===== src/sha1_hash_engine_macros.svh =====
// Assertion macros shared by the SHA-1 engine modules.
// Expects clk and rst_n in the scope of each use.
`ifndef SHA1_HASH_ENGINE_MACROS_SVH
`define SHA1_HASH_ENGINE_MACROS_SVH

// Same-cycle implication.
`define SHA1_ASSERT_SAME(label, ante, cons, msg) \
  label: assert property (@(posedge clk) disable iff (!rst_n) (ante) |-> (cons)) \
    else $error(msg);

// Next-cycle implication.
`define SHA1_ASSERT_NEXT(label, ante, cons, msg) \
  label: assert property (@(posedge clk) disable iff (!rst_n) (ante) |=> (cons)) \
    else $error(msg);

`endif


===== src/sha1_pkg.sv =====
// Shared types and constants of the SHA-1 engine.
// No dependencies; used by the controller, datapath and top level.
package sha1_pkg;

  localparam int unsigned DIGEST_WORDS = 5;
  localparam int unsigned BLOCK_BITS   = 512;

  localparam logic [31:0] SHA1_INIT [DIGEST_WORDS] = '{
    32'h67452301, 32'hefcdab89, 32'h98badcfe, 32'h10325476, 32'hc3d2e1f0
  };

  localparam logic [31:0] K_R0 = 32'h5a827999;
  localparam logic [31:0] K_R1 = 32'h6ed9eba1;
  localparam logic [31:0] K_R2 = 32'h8f1bbcdc;
  localparam logic [31:0] K_R3 = 32'hca62c1d6;

  localparam logic [6:0] ROUND_B1   = 7'd20;
  localparam logic [6:0] ROUND_B2   = 7'd40;
  localparam logic [6:0] ROUND_B3   = 7'd60;
  localparam logic [6:0] ROUND_LAST = 7'd79;

  localparam logic [5:0] BYTE_LAST  = 6'd63;
  localparam logic [5:0] BYTE_LEN   = 6'd56;
  localparam logic [2:0] WORD_LAST  = 3'd4;
  localparam logic [7:0] PAD_MARKER = 8'h80;
  localparam logic [63:0] BITS_PER_BYTE = 64'd8;

  localparam logic CMD_ABSORB = 1'b0;
  localparam logic CMD_FINISH = 1'b1;

  typedef enum logic [2:0] {
    S_IDLE,
    S_COMPRESS,
    S_FINAL,
    S_PAD_MARK,
    S_PAD_ZERO,
    S_PAD_LEN,
    S_EMIT
  } ctl_state_t;

  typedef enum logic [1:0] {
    BSEL_DATA,
    BSEL_MARK,
    BSEL_ZERO,
    BSEL_LEN
  } bsel_t;

  typedef struct packed {
    logic  put;
    bsel_t bsel;
    logic  round_start;
    logic  round_step;
    logic  chain_add;
    logic  emit_step;
    logic  chain_init;
  } ctl_cmd_t;

  typedef struct packed {
    logic full;
    logic at_len;
    logic round_last;
    logic emit_last;
  } ctl_sts_t;

endpackage


===== src/sha1_if.sv =====
// Request and response channel interfaces of the SHA-1 engine.
// Depends on nothing; widths follow the request and digest fields.
interface sha1_req_if;
  logic       valid;
  logic       ready;
  logic       cmd;
  logic [7:0] data_byte;

  modport source (output valid, cmd, data_byte, input ready);
  modport sink   (input valid, cmd, data_byte, output ready);
endinterface

interface sha1_rsp_if;
  logic        valid;
  logic        ready;
  logic [31:0] digest_word;
  logic [2:0]  word_index;
  logic        last;

  modport source (output valid, digest_word, word_index, last, input ready);
  modport sink   (input valid, digest_word, word_index, last, output ready);
endinterface


===== src/sha1_ctrl.sv =====
// Controller of the SHA-1 engine: request acceptance, padding, compression
// sequencing and digest emission. Depends on sha1_pkg and the macro header.
`include "sha1_hash_engine_macros.svh"

module sha1_ctrl
  import sha1_pkg::*;
(
  input  logic     clk,
  input  logic     rst_n,
  input  logic     in_valid,
  input  logic     in_cmd,
  output logic     in_ready,
  output logic     out_valid,
  input  logic     out_ready,
  input  ctl_sts_t sts,
  output ctl_cmd_t cmd
);

  ctl_state_t state_r, state_nxt;
  ctl_state_t ret_r, ret_nxt;

  always_ff @(posedge clk) begin
    if (!rst_n) begin
      state_r <= S_IDLE;
      ret_r   <= S_IDLE;
    end else begin
      state_r <= state_nxt;
      ret_r   <= ret_nxt;
    end
  end

  always_comb begin
    state_nxt = state_r;
    ret_nxt   = ret_r;
    unique case (state_r)
      S_IDLE: begin
        if (in_valid) begin
          if (in_cmd == CMD_FINISH) begin
            state_nxt = S_PAD_MARK;
          end else if (sts.full) begin
            state_nxt = S_COMPRESS;
            ret_nxt   = S_IDLE;
          end
        end
      end
      S_COMPRESS: begin
        if (sts.round_last) state_nxt = S_FINAL;
      end
      S_FINAL: state_nxt = ret_r;
      S_PAD_MARK: begin
        if (sts.full) begin
          state_nxt = S_COMPRESS;
          ret_nxt   = S_PAD_ZERO;
        end else begin
          state_nxt = S_PAD_ZERO;
        end
      end
      S_PAD_ZERO: begin
        if (sts.at_len) begin
          state_nxt = S_PAD_LEN;
        end else if (sts.full) begin
          state_nxt = S_COMPRESS;
          ret_nxt   = S_PAD_ZERO;
        end
      end
      S_PAD_LEN: begin
        if (sts.full) begin
          state_nxt = S_COMPRESS;
          ret_nxt   = S_EMIT;
        end
      end
      S_EMIT: begin
        if (out_ready && sts.emit_last) state_nxt = S_IDLE;
      end
      default: state_nxt = S_IDLE;
    endcase
  end

  always_comb begin
    cmd       = '0;
    cmd.bsel  = BSEL_DATA;
    in_ready  = 1'b0;
    out_valid = 1'b0;
    unique case (state_r)
      S_IDLE: begin
        in_ready = 1'b1;
        if (in_valid && in_cmd == CMD_ABSORB) begin
          cmd.put         = 1'b1;
          cmd.round_start = sts.full;
        end
      end
      S_COMPRESS: cmd.round_step = 1'b1;
      S_FINAL:    cmd.chain_add  = 1'b1;
      S_PAD_MARK: begin
        cmd.put         = 1'b1;
        cmd.bsel        = BSEL_MARK;
        cmd.round_start = sts.full;
      end
      S_PAD_ZERO: begin
        if (!sts.at_len) begin
          cmd.put         = 1'b1;
          cmd.bsel        = BSEL_ZERO;
          cmd.round_start = sts.full;
        end
      end
      S_PAD_LEN: begin
        cmd.put         = 1'b1;
        cmd.bsel        = BSEL_LEN;
        cmd.round_start = sts.full;
      end
      S_EMIT: begin
        out_valid = 1'b1;
        if (out_ready) begin
          cmd.emit_step  = 1'b1;
          cmd.chain_init = sts.emit_last;
        end
      end
      default: ;
    endcase
  end

  `SHA1_ASSERT_NEXT(a_round_to_final, state_r == S_COMPRESS && sts.round_last, state_r == S_FINAL, "last round must finalize")
  `SHA1_ASSERT_NEXT(a_last_to_idle, out_valid && out_ready && sts.emit_last, state_r == S_IDLE, "digest end must return to idle")
  `SHA1_ASSERT_SAME(a_no_overlap, in_ready, !out_valid, "request and response must not overlap")

endmodule


===== src/sha1_dp.sv =====
// Datapath of the SHA-1 engine: block shift line, message schedule, round
// registers, chaining words and bit length. Depends on sha1_pkg and macros.
`include "sha1_hash_engine_macros.svh"

module sha1_dp
  import sha1_pkg::*;
(
  input  logic        clk,
  input  logic        rst_n,
  input  ctl_cmd_t    cmd,
  input  logic [7:0]  data_byte,
  output ctl_sts_t    sts,
  output logic [31:0] digest_word,
  output logic [2:0]  word_index,
  output logic        last
);

  logic [BLOCK_BITS-1:0] buf_r;
  logic [5:0]            byte_idx_r;
  logic [63:0]           len_r;
  logic [31:0]           chain_r [DIGEST_WORDS];
  logic [31:0]           a_r, b_r, c_r, d_r, e_r;
  logic [6:0]            round_r;
  logic [2:0]            word_idx_r;

  logic [63:0] len_shift;
  logic [7:0]  put_byte;
  logic [31:0] w0, w2, w8, w13, w_new;
  logic [31:0] f, k, t;

  function automatic logic [31:0] w_tmp_rot(input logic [31:0] x);
    return {x[30:0], x[31]};
  endfunction

  assign len_shift = len_r >> {~byte_idx_r[2:0], 3'b000};

  always_comb begin
    unique case (cmd.bsel)
      BSEL_DATA: put_byte = data_byte;
      BSEL_MARK: put_byte = PAD_MARKER;
      BSEL_ZERO: put_byte = '0;
      BSEL_LEN:  put_byte = len_shift[7:0];
      default:   put_byte = '0;
    endcase
  end

  assign w0    = buf_r[511:480];
  assign w2    = buf_r[447:416];
  assign w8    = buf_r[255:224];
  assign w13   = buf_r[95:64];
  assign w_new = {w_tmp_rot(w13 ^ w8 ^ w2 ^ w0)};

  always_comb begin
    if (round_r < ROUND_B1) begin
      f = (b_r & c_r) | (~b_r & d_r);
      k = K_R0;
    end else if (round_r < ROUND_B2) begin
      f = b_r ^ c_r ^ d_r;
      k = K_R1;
    end else if (round_r < ROUND_B3) begin
      f = (b_r & c_r) | (b_r & d_r) | (c_r & d_r);
      k = K_R2;
    end else begin
      f = b_r ^ c_r ^ d_r;
      k = K_R3;
    end
    t = {a_r[26:0], a_r[31:27]} + f + e_r + k + w0;
  end

  always_ff @(posedge clk) begin
    if (cmd.put) begin
      buf_r <= {buf_r[BLOCK_BITS-9:0], put_byte};
    end else if (cmd.round_step) begin
      buf_r <= {buf_r[BLOCK_BITS-33:0], w_new};
    end
    if (cmd.round_start) begin
      a_r <= chain_r[0];
      b_r <= chain_r[1];
      c_r <= chain_r[2];
      d_r <= chain_r[3];
      e_r <= chain_r[4];
    end else if (cmd.round_step) begin
      a_r <= t;
      b_r <= a_r;
      c_r <= {b_r[1:0], b_r[31:2]};
      d_r <= c_r;
      e_r <= d_r;
    end
  end

  always_ff @(posedge clk) begin
    if (!rst_n) begin
      byte_idx_r <= '0;
      len_r      <= '0;
      round_r    <= '0;
      word_idx_r <= '0;
      for (int i = 0; i < DIGEST_WORDS; i++) chain_r[i] <= SHA1_INIT[i];
    end else begin
      if (cmd.chain_init) begin
        byte_idx_r <= '0;
        len_r      <= '0;
        for (int i = 0; i < DIGEST_WORDS; i++) chain_r[i] <= SHA1_INIT[i];
      end else begin
        if (cmd.put) byte_idx_r <= byte_idx_r + 6'd1;
        if (cmd.put && cmd.bsel == BSEL_DATA) len_r <= len_r + BITS_PER_BYTE;
        if (cmd.chain_add) begin
          chain_r[0] <= chain_r[0] + a_r;
          chain_r[1] <= chain_r[1] + b_r;
          chain_r[2] <= chain_r[2] + c_r;
          chain_r[3] <= chain_r[3] + d_r;
          chain_r[4] <= chain_r[4] + e_r;
        end
      end
      if (cmd.round_start) begin
        round_r <= '0;
      end else if (cmd.round_step) begin
        round_r <= round_r + 7'd1;
      end
      if (cmd.emit_step) word_idx_r <= sts.emit_last ? 3'd0 : word_idx_r + 3'd1;
    end
  end

  assign sts.full       = byte_idx_r == BYTE_LAST;
  assign sts.at_len     = byte_idx_r == BYTE_LEN;
  assign sts.round_last = round_r == ROUND_LAST;
  assign sts.emit_last  = word_idx_r == WORD_LAST;

  assign digest_word = chain_r[word_idx_r];
  assign word_index  = word_idx_r;
  assign last        = sts.emit_last;

  `SHA1_ASSERT_NEXT(a_wrap_block, cmd.put && sts.full && !cmd.chain_init, byte_idx_r == 6'd0, "full block must wrap byte index")
  `SHA1_ASSERT_NEXT(a_round_clear, cmd.round_start, round_r == 7'd0, "round counter must restart")
  `SHA1_ASSERT_NEXT(a_init_clear, cmd.chain_init, len_r == 64'd0 && byte_idx_r == 6'd0, "finish must clear length")

endmodule


===== src/sha1_hash_engine.sv =====
// SHA-1 engine top level; depends on sha1_pkg, sha1_if, ctrl, dp. A data byte is
// taken while idle; the 64th byte of a block starts compression: 80 rounds, one
// per cycle, then the chaining add. On finish, pad bytes go in at one per cycle to
// the end of this block or the next, each padded block is compressed, then 5 words
// go out at one per cycle while out_ready is high; no input is taken outside idle.
// Synchronous active-low reset loads the initial hash and clears length and index.
module sha1_hash_engine
  import sha1_pkg::*;
(
  input logic       clk,
  input logic       rst_n,
  sha1_req_if.sink  in_req,
  sha1_rsp_if.source out_rsp
);

  ctl_cmd_t cmd;
  ctl_sts_t sts;
  logic     in_ready;
  logic     out_valid;

  sha1_ctrl u_ctrl (
    .clk       (clk),
    .rst_n     (rst_n),
    .in_valid  (in_req.valid),
    .in_cmd    (in_req.cmd),
    .in_ready  (in_ready),
    .out_valid (out_valid),
    .out_ready (out_rsp.ready),
    .sts       (sts),
    .cmd       (cmd)
  );

  sha1_dp u_dp (
    .clk         (clk),
    .rst_n       (rst_n),
    .cmd         (cmd),
    .data_byte   (in_req.data_byte),
    .sts         (sts),
    .digest_word (out_rsp.digest_word),
    .word_index  (out_rsp.word_index),
    .last        (out_rsp.last)
  );

  assign in_req.ready  = in_ready;
  assign out_rsp.valid = out_valid;

endmodule

===== src/flat_wrapper.sv =====
// flat-port wrapper written by rule: the top's interface ports become plain ports
module sha1_hash_engine_flat import sha1_pkg::*;
  (clk, rst_n, in_req_valid, in_req_cmd, in_req_data_byte, in_req_ready, out_rsp_valid, out_rsp_digest_word, out_rsp_word_index, out_rsp_last, out_rsp_ready);
  sha1_req_if in_req_i ();
  sha1_rsp_if out_rsp_i ();
  input logic clk;
  input logic rst_n;
  input wire logic [$bits(in_req_i.valid)-1:0] in_req_valid;
  input wire logic [$bits(in_req_i.cmd)-1:0] in_req_cmd;
  input wire logic [$bits(in_req_i.data_byte)-1:0] in_req_data_byte;
  output wire logic [$bits(in_req_i.ready)-1:0] in_req_ready;
  output wire logic [$bits(out_rsp_i.valid)-1:0] out_rsp_valid;
  output wire logic [$bits(out_rsp_i.digest_word)-1:0] out_rsp_digest_word;
  output wire logic [$bits(out_rsp_i.word_index)-1:0] out_rsp_word_index;
  output wire logic [$bits(out_rsp_i.last)-1:0] out_rsp_last;
  input wire logic [$bits(out_rsp_i.ready)-1:0] out_rsp_ready;
  assign in_req_i.valid = in_req_valid;
  assign in_req_i.cmd = in_req_cmd;
  assign in_req_i.data_byte = in_req_data_byte;
  assign in_req_ready = in_req_i.ready;
  assign out_rsp_valid = out_rsp_i.valid;
  assign out_rsp_digest_word = out_rsp_i.digest_word;
  assign out_rsp_word_index = out_rsp_i.word_index;
  assign out_rsp_last = out_rsp_i.last;
  assign out_rsp_i.ready = out_rsp_ready;
  sha1_hash_engine u_core (.clk(clk), .rst_n(rst_n), .in_req(in_req_i), .out_rsp(out_rsp_i));
endmodule

===== config.mk =====
export PLATFORM = sky130hd
export DESIGN_NAME = sha1_hash_engine_flat
export DESIGN_NICKNAME = d
export VERILOG_FILES = /design/src/sha1_pkg.sv /design/src/sha1_if.sv /design/src/sha1_ctrl.sv /design/src/sha1_dp.sv /design/src/sha1_hash_engine.sv /design/src/flat_wrapper.sv
export VERILOG_INCLUDE_DIRS = /design/src /design/src/src
export SDC_FILE = /design/constraint.sdc
export NUM_CORES = 2
export LEC_CHECK = 0
export BUFFER_PORTS_ARGS = -buffer_cell sky130_fd_sc_hd__buf_2
export CAP_MARGIN = 20
export CORE_MARGIN = 5
export CORE_UTILIZATION = 58
export DETAILED_ROUTE_END_ITERATION = 8
export PLACE_DENSITY = 0.74
export SLEW_MARGIN = 15
export SYNTH_ARGS = -nofsm -noshare
export SYNTH_HDL_FRONTEND = slang
export SYNTH_SLANG_ARGS = --single-unit

===== constraint.sdc =====
create_clock -name clk -period 15.2 [get_ports clk]
set_input_delay 2.28 -clock clk [delete_from_list [all_inputs] [get_ports clk]]
set_output_delay 2.28 -clock clk [all_outputs]
set_load 0.05 [all_outputs]

==> metrics.cfg <==
[setup_path]
critPathCaptureType = register
crit_fanout = 76
crit_arrival_ps = 6850
start_kind = primary input
crit_type = primary input to register
critPathRequiredTime_ps = 15500

[synth]
synthFlopType = edfxtp_1
synth_area_sq_mm = 0.0535
synth_top_area_cell = edfxtp_1
ys_ff_latch = 917
ys_warn_count = 0
avgSynthCellArea_sq_um = 9.65
seq_area_frac_synth = 0.499
syn_inst = 5546
synth_most_common_cell = nand2_1
yosysUniqueCellTypes = 80
syn_nets = 5883
synth_edf_count = 832
ys_top_cells_by_area = edfxtp_1 (47%), nand2_1 (14%), fa_1 (4.7%)
synth_top_area_share = 0.467
synth_common_cells = nand2_1 (2022), edfxtp_1 (832), nor2_1 (311)
async_flop_share = 0

[placed_design]
portBuffers = 50
place.gp.congestion = 0.970
dp_slack_ps = 8010
dpl.hpwl_um = 96300

[sta]
finalCritPeriodShare = 0.431
tightest_slew_ps = 1210
setup_ws_ps = 8650
fin_skew_ps = 39.0
drv_slew = 0
fmax_mhz = 153
setup_viol_count_final = 0
hold_viol = 0
rsz0062_at_grt = false
slew_headroom = 0.185
tns_ps = 0
layout_min_cycle_time_ps = 6550

[die]
io_pins = 51
die_w_um = 314
die_h_um = 314
rows = 111
core_area_sq_mm = 0.0917
initial_core_util = 0.584
dieArea_sq_mm = 0.0984

[cells_and_area]
nets = 5831
fin_util = 0.632
drive_gt1_frac = 0.0649
synthToLayoutAreaGrowth_pct = 8.25

[routing]
firstDrtPassIters = 8
vias_per_cell = 5.99
ant_nets = 0
drc = 0
routed-via-count = 40600
initialDrtViolationCount = 4916
drt-total-wl_um = 139000
routedWlPerCell_um = 20.5

[cts]
cts.clk_slew.worst_paths_ps = 60
post_cts_buffers = 0
clk_latency_ps = 700
h-tree-depth = 3
clockBufferDepth = 3
numCtsBuffers = 99
cts_resized = 0
cts-root-buf = clkbuf_16
clock_sinks = 917
cts_tree = built
hold_buffers = 0

[power]
ir_worst_vdd_mv = 0.226
finalPower_mw = 11.8
leakagePower_nw = 23.6
powerDensity_mw_per_mm2 = 203

[global_route]
grt_pass1_wl_um = 215000
antenna_found_initial = 5
grt_max_degree = 174
grt_pass1_vias = 37900
grt_overflow_total = 0
grt_use_total = 0.276

[hold_path]
worstHoldPathType = register to register

[run_status]
run_status = finished clean

[run]
cap_viol_max_count = 0

-- critical path, cell delays in order --
cell,delay [ps]
buf_2,100
nor2b_1,260
nand2_1,130
a21oi_1,340
or2_4,720
nand2_4,540
nand2_4,710
buf_4,970
buf_4,660
-- registers in the layout, indices dropped and copies added (netlist names), named ones only --
name	flops
u_core.u_dp.d_r	32
u_core.u_dp.e_r	32
u_core.u_dp.a_r	32
u_core.u_dp.len_r	61
u_core.u_ctrl.state_r	3
u_core.u_dp.chain_r	160
u_core.u_dp.word_index	3
u_core.u_dp.byte_idx_r	6
u_core.u_dp.c_r	32
u_core.u_dp.b_r	32
u_core.u_ctrl.ret_r	2
u_core.u_dp.buf_r	512
u_core.u_dp.round_r	7
-- cell families after synthesis --
family	after synthesis	share of synthesized area
AO/OA/AOI/OAI	724	0.0862
XOR/XNOR	301	0.0493
adder cells (fa/ha/maj)	324	0.0933
buffers and inverters	484	0.0350
flip-flops	917	0.499
multiplexers	124	0.0347
AND/OR/NAND/NOR	2672	0.203
-- area by class of cell --
type                       count  area, sq um
clock buffer                 132         2750
tap                         1186         1480
clock inverter                54          504
sequential                   917        26700
fill                        7357        33700
antenna                        4         10.0
multi-input combinational   4145        25000
timing repair buffer          88          561
inverter                     243          912
-- cell usage in the layout, fill, tap and decap left out, types with 14 or more instances in the layout --
master,instances
a211oi_1,25
a21o_1,70
a21oi_1,187
a221o_1,18
a31oi_1,32
and2_1,20
and3_1,39
buf_2,50
buf_4,36
clkbuf_1,22
clkbuf_16,102
clkinv_2,26
dfxtp_1,82
edfxtp_1,832
fa_1,125
ha_1,199
inv_1,243
mux2_2,41
mux2i_1,38
mux4_2,44
nand2_1,2018
nand2b_1,34
nand3_1,46
nand4_1,42
nor2_1,310
nor2b_1,24
nor3_1,55
o211ai_1,21
o21a_1,29
o21ai_0,187
o21bai_1,14
o22ai_1,16
o31ai_1,18
or3_1,32
xnor2_1,206
xor2_1,95
-- layer usage --
| layer | global-route usage | share of wire | routed length [um] |
|---|---|---|---|
| met1 | 0.409 | 0.43 | 59400 |
| met2 | 0.414 | 0.44 | 61600 |
| met3 | 0.0539 | 0.099 | 13700 |
| met4 | 0.0880 | 0.032 | 4390 |
| met5 | 0 | 0 | 0 |
-- final timing paths --
check                               from                      to  slack, ps  depth (start not counted)
setup reg to reg  u_core.u_dp.round_r[3]     u_core.u_dp.a_r[25]       8830                         21
hold reg to reg   u_core.u_dp.round_r[1]  u_core.u_dp.round_r[1]        500                          2
setup / recovery            in_req_valid      u_core.u_dp.d_r[8]       8650                          9
hold / removal    u_core.u_dp.round_r[1]  u_core.u_dp.round_r[1]        500                          2
-- stage by stage --
stage / area [sq um] / std cells / hold slack (ps)
final: 57900 / 6769 / 496
after global routing: 57900 / 6765 / 536
after CTS: 57900 / 6764 / 504
after detailed placement: 54700 / 6578 / 497
after global placement: 54700 / 6578 / 463
after floorplan: 53500 / 5546 / 454
-- where the power goes --
group | internal [mW] | switching [mW] | total (mW)
logic | 2.05 | 3.24 | 5.29
clock network | 1.36 | 1.06 | 2.42
registers | 3.65 | 0.412 | 4.07
total | 7.07 | 4.71 | 11.8
Note: power is estimated with default switching activity, not from simulation.
